**src/rtl/lpi_pkg.sv**
```systemverilog
// ----------------------------------------------------------------------------
// Line-plane intersection package
// Shared widths, codes and payload types of the line-plane intersection unit.
// ----------------------------------------------------------------------------
package lpi_pkg;

    // Word format of every coordinate and coefficient.
    localparam int WORD_BITS = 32;
    // Exact product of two words.
    localparam int PROD_W    = 2 * WORD_BITS;
    // Sum of three products plus the offset term.
    localparam int SUM_W     = PROD_W + 2;
    // Limb width used to split the wide magnitude multiply.
    localparam int LIMB_W    = (SUM_W + 2) / 3;
    // Width of the direction-times-numerator magnitude and of the quotient.
    localparam int MAG_W     = WORD_BITS + SUM_W;
    // Width of the signed sum of point and quotient.
    localparam int ADD_W     = MAG_W + 2;

    typedef logic signed [WORD_BITS-1:0] word_t;

    typedef enum logic [1:0] {
        STATUS_OK        = 2'd0,
        STATUS_PARALLEL  = 2'd1,
        STATUS_SATURATED = 2'd2
    } status_t;

    typedef enum logic [1:0] {
        REG_COEF_A = 2'd0,
        REG_COEF_B = 2'd1,
        REG_COEF_C = 2'd2,
        REG_COEF_D = 2'd3
    } cfg_index_t;

    typedef struct packed {
        logic [WORD_BITS-1:0] point_x;
        logic [WORD_BITS-1:0] point_y;
        logic [WORD_BITS-1:0] point_z;
        logic [WORD_BITS-1:0] dir_x;
        logic [WORD_BITS-1:0] dir_y;
        logic [WORD_BITS-1:0] dir_z;
    } line_t;

    typedef struct packed {
        logic [WORD_BITS-1:0] hit_x;
        logic [WORD_BITS-1:0] hit_y;
        logic [WORD_BITS-1:0] hit_z;
        status_t              status;
    } hit_t;

    // Information that rides alongside the divider lanes.
    typedef struct packed {
        logic [2:0][WORD_BITS-1:0] point;
        logic [2:0]                neg;
        logic                      parallel;
    } div_side_t;

endpackage

```
**src/rtl/lpi_back.sv**
```systemverilog
// ----------------------------------------------------------------------------
// Result assembly
// Adds the signed quotient to the start point, saturates and holds the result.
// ----------------------------------------------------------------------------
module lpi_back
    import lpi_pkg::*;
(
    input  logic             clk,
    input  logic             rst_n,
    input  logic             en,
    input  logic             in_valid,
    input  logic [MAG_W-1:0] quot [3],
    input  div_side_t        side,
    output logic             out_valid,
    output hit_t             hit
);

    logic signed [ADD_W-1:0] sum_reg [3];
    logic                    par_reg;
    logic                    vld_reg;
    logic                    hit_valid_reg;
    hit_t                    hit_reg;
    hit_t                    hit_next;
    logic [WORD_BITS-1:0]    coord [3];
    logic [2:0]              clamp;

    // Point plus or minus the quotient magnitude.
    always_ff @(posedge clk)
    begin
        if (en)
        begin
            for (int i = 0; i < 3; i++)
            begin
                if (side.neg[i])
                begin
                    sum_reg[i] <= ADD_W'($signed(side.point[i])) - $signed({2'b00, quot[i]});
                end
                else
                begin
                    sum_reg[i] <= ADD_W'($signed(side.point[i])) + $signed({2'b00, quot[i]});
                end
            end
            par_reg <= side.parallel;
        end
    end

    // Saturation to the word range.
    always_comb
    begin
        logic [ADD_W-WORD_BITS:0] upper;
        for (int i = 0; i < 3; i++)
        begin
            upper    = sum_reg[i][ADD_W-1:WORD_BITS-1];
            clamp[i] = (upper != '0) && (upper != '1);
            if (!clamp[i])
            begin
                coord[i] = sum_reg[i][WORD_BITS-1:0];
            end
            else if (sum_reg[i][ADD_W-1])
            begin
                coord[i] = {1'b1, {(WORD_BITS-1){1'b0}}};
            end
            else
            begin
                coord[i] = {1'b0, {(WORD_BITS-1){1'b1}}};
            end
        end
        if (par_reg)
        begin
            hit_next.hit_x  = '0;
            hit_next.hit_y  = '0;
            hit_next.hit_z  = '0;
            hit_next.status = STATUS_PARALLEL;
        end
        else
        begin
            hit_next.hit_x  = coord[0];
            hit_next.hit_y  = coord[1];
            hit_next.hit_z  = coord[2];
            hit_next.status = (clamp != '0) ? STATUS_SATURATED : STATUS_OK;
        end
    end

    always_ff @(posedge clk or negedge rst_n)
    begin
        if (!rst_n)
        begin
            vld_reg       <= 1'b0;
            hit_valid_reg <= 1'b0;
        end
        else if (en)
        begin
            vld_reg       <= in_valid;
            hit_valid_reg <= vld_reg;
        end
    end

    // Output register.
    always_ff @(posedge clk)
    begin
        if (en)
        begin
            hit_reg <= hit_next;
        end
    end

    assign out_valid = hit_valid_reg;
    assign hit       = hit_reg;

endmodule
```
**config.mk**
```make
export PLATFORM = sky130hd
export DESIGN_NAME = lpi_back
export DESIGN_NICKNAME = d
export VERILOG_FILES = /design/src/rtl/lpi_pkg.sv /design/src/rtl/lpi_back.sv
export SDC_FILE = /design/constraint.sdc
export NUM_CORES = 1
export LEC_CHECK = 0
export BUFFER_PORTS_ARGS = -buffer_cell sky130_fd_sc_hd__buf_2
export CORE_UTILIZATION = 30
export CTS_CLUSTER_DIAMETER = 30
export CTS_CLUSTER_SIZE = 25
export DETAILED_ROUTE_END_ITERATION = 12
export SKIP_CTS_REPAIR_TIMING = 1
export SYNTH_ARGS = -nofsm -noshare
export SYNTH_HDL_FRONTEND = slang
export SYNTH_SLANG_ARGS = --single-unit
export TNS_END_PERCENT = 30
```
**constraint.sdc**
```tcl
create_clock -name clk -period 3 [get_ports clk]
set_input_delay 0.3 -clock clk [delete_from_list [all_inputs] [get_ports clk]]
set_output_delay 0.3 -clock clk [all_outputs]
set_load 0.02 [all_outputs]
```
# Word level (Yosys, flattened, before mapping)
# Memories as Yosys holds them, arrays and structs flattened.
# Index checks and enable logic that the tools add are counted.
# totals
regBits	101
ramBits	300
input_bits	398
out_inout_bits	99
elab_cells	55
mem_count	1
# classes
addsub	6
eq_ne	3
mux	28
n_bitwise	3
n_reduce_logical	7
# memory_table
name	depth	width	rd	rd_ports_with_merged_regs	write_ports	line	text
sum_reg	3	100	3	0	3	lpi_back.sv:18	logic signed [ADD_W-1:0] sum_reg [3];
# ops
cell	count
32-bit by 99-bit adder with 100-bit output	3
100-bit two-way mux	3
32-bit by 99-bit subtractor with 100-bit output	3
69-bit inequality test (second input constant)	3
69-bit nonzero test	3
32-bit two-way mux	6
1-bit two-way mux	18
1-bit logical AND	3
1-bit OR	3
3-bit nonzero test	1
2-bit two-way mux	1

# Longest topological paths before layout
# logic_depth
depth_word	4
mapped_depth	26
ltp_nobuf	25

# Least setup slack after synthesis
# OpenSTA, ideal clock, no wires.
# synth_path
path_kind	input to register
startpoint	in quot[201] (netlist bit)
endpoint	mem sum_reg[0][99] (netlist bit) (data pin)
setup_ns	0.268
arrival_ns	5.190
t_required_ns	2.732
slack_ns	-2.457
cell_stages	21
path_buffers	3
path_cell_list	or4_1 > or3_1 > clkbuf_1 > or2_2 > clkbuf_1 > nor2_4 > nand2_1 > o41ai_1 > xnor2_1 > ha_1 > clkbuf_1 > nand4_1 > or2_2 > nor2_1 > nand4_1 > o21ai_0 > a31oi_1 > o31ai_1 > a31oi_1 > o41ai_1 > xnor2_1
# synth_rtl
element	line	text
start, declared	lpi_back.sv:12	input logic [MAG_W-1:0] quot [3],
end, declared	lpi_back.sv:18	

==> qor.csv <==
metric,value,unit
fin_skew,58.18,ps
track_usage,23.90,%
synth_top_area_share,30.92,%
num-fill-cells,11981,
synth_xor_area_share,13.15,%
avgSynthCellArea,8.512,um^2
fin_ws,-2003,ps
crit_arrival,5400,ps
cts_num_sinks,401,
finalMaxSlewViolations,0,
core-area,127800,um^2
drtIter0Drc,2835,
drv_cap,0,
synth_area,38760,um^2
rows,131,
syn_nets,5266,
initial_core_util,30.31,%
synth_compound_area_share,24.16,%
path_clk_slew,50,ps
routed_via_density,5.205,
cts_max_level,3,
tns,-299890,ps
drc_errors,0,
io_pins,497,
critical_path.startpoint_type,input port,
slew_headroom,30.72,%
crit_type,input port to flip-flop,
nNetsFinal,7637,
cts_root_buf,clkbuf_16,
cp-end-kind,flip-flop,
first_pass_iters,6,
area_growth,68.38,%
rrSetupSlack,-50,ps
violations,setup timing,
clock_power_share,30.8,%
finalCritPeriodShare,166.8,%
synthSimpleGateAreaFrac,18.46,%
status,finished with violations,
ys_async_sr_fraction,0.4988,%
drive_gt1_share,46.76,%
cts_tree,built,
ctsLongestPathBuffers,3,
synth_top_area_cell,edfxtp_1,
grt_overflow,0,
synth_common_cells,"a21oi_1, edfxtp_1, o21ai_0",
synth_seq_cells,401,
fmax,199.9,MHz
instances_no_fill,8665,
rsz0062_at_grt,yes,
routed_wl,166900,um
synth-edff-count,399,
wl_per_cell,19.26,um
seqPwrFrac,25.7,%
grt_pass1_vias,43606,
hp-class,input port to flip-flop,
ir_drop,0.5297,mV
power_frac_comb,43.6,%
dieHeight,361.4,um
antenna_found_initial,11,
chipWidth,361.4,um
netlist_instances,4553,
synth_top_family_by_area,compound AO/OA/AOI/OAI gates,
critPathTopFamily,compound AO/OA/AOI/OAI gates,
final_util,51.04,%
io_buffers,496,
drt.antenna.violating_nets,0,
cp.buffers_inverters,6,
crit_fanout,5,
finalSetupViolCount,254,
reg2reg_from,sum_reg[0][59],
p_sw,11.33,mW
swShare,34.72,%
hold_start,side[69],
clk_latency,680,ps
synthFlopType,edfxtp_1,
cts_buffers,92,
synthAdderAreaFrac,10.23,%
hold_viol_final,0,
crit_top_cell,buf_4,
crit_start,quot[106],
slowest_stage,or4_4,
largest_register_ffs,300,
tightest_slew,1039,ps
via_count,45100,
synth.distinct_cells,85,
cellPowerDensity,500.2,nW/um^2
synth.area.mux_share,0.08394,%
grt_max_degree,131,
p_int,21.31,mW
dpl.hpwl,136700,um
leakage,28.46,nW
grt_pass1_wl,245600,um
synth_seq_area_share,31.04,%
post-place-cells,8359,
yosys_warnings,0,
synth_most_common_cell,a21oi_1,
pre_cts_slack,-2779,ps
synth_area_leaders,"edfxtp_1, ha_1, xnor2_1",
required,3400,ps
fp.dieArea,130600,um^2
place_congestion,0.9644,
final_area,65260,um^2
min_period,5003,ps
cp_slowest_stage_delay,540,ps
place_area,57950,um^2
==> logic make-up after synthesis <==
logic type	Yosys count
simple gates	1412
fa+ha+maj	315
buf+inv	296
compound gates	1544
mux	3
flops	401
xor+xnor	582
==> power groups by stage <==
stage               registers (mW)  clock network, mW  logic [mW]
floorplan                     8.28                  0        6.17
global placement              8.42                  0        12.7
detailed placement            8.42                  0        12.8
CTS                           8.36               10.2        12.9
global route                  8.45               10.5        15.3
finish                        8.38               10.0        14.2
==> layer usage <==
metal / GRT usage (%) / up-vias / wire length (um) / part of all wire, %
met5: 0 / - / 62 / 0.037
met4: 6.680 / 8 / 5435 / 3.3
met3: 3.166 / 277 / 7757 / 4.6
met2: 41.24 / 1227 / 80290 / 48
met1: 31.00 / 21578 / 73320 / 44
li1: - / 22010 / - / -
==> path summary, 6_finish.rpt <==
path,to,depth (start not counted)
setup / recovery,sum_reg[1][99],25
hold / removal,sum_reg[2][1],2
setup reg to reg,hit[74],9
hold reg to reg,out_valid,1
max in group asynchronous,out_valid,3
min in group asynchronous,vld_reg,3
==> area by class of cell <==
cell class              count  area, um^2  area share (%)
repair buffers           2492       18050           27.66
diodes                      4       10.01         0.01534
clock inverters            68       838.3           1.285
clock buffers             101        2336           3.580
multi-input cells        3856       29610           45.37
well taps                1662        2079           3.187
flip-flops and latches    401       12030           18.44
inverters                  81       304.0          0.4659
==> worst register-to-register path, cell delays in order, from the launching register on <==
cell	delay, ps
edfxtp_1	400
nor4_1	460
nand4_1	160
or4_1	500
nor4_2	340
buf_4	200
buf_4	260
o21ai_0	140
a21oi_1	190
buf_4	220
==> through the flow <==
| stage | hold WS [ps] | total power [mW] |
|---|---|---|
| floorplan | 4.409 | 14.45 |
| global placement | 84.87 | 21.14 |
| detailed placement | 86.62 | 21.21 |
| CTS | -619.5 | 31.44 |
| global route | 26.10 | 34.27 |
| finish | 69.63 | 32.64 |
==> placed cells by master (no fill, tap or decap), drive strengths merged, types with 8 or more instances in the layout <==
cell	instances
a211oi	28
a21boi	20
a21o	155
a21oi	563
a221oi	18
a31oi	42
a41oi	9
and2	16
and3	24
and4	12
buf	2484
bufinv	10
clkbuf	101
clkinv	39
clkinvlp	13
dlygate4sd3	8
edfxtp	399
ha	312
inv	87
nand2	376
nand2b	48
nand3	59
nand3b	8
nand4	180
nor2	307
nor2b	29
nor3	109
nor4	111
o211ai	20
o21a	35
o21ai	393
o21bai	77
o221ai	9
o31ai	75
o41ai	33
or2	20
or3	54
or4	41
xnor2	350
xor2	232
(Power assumes the default switching activity.)
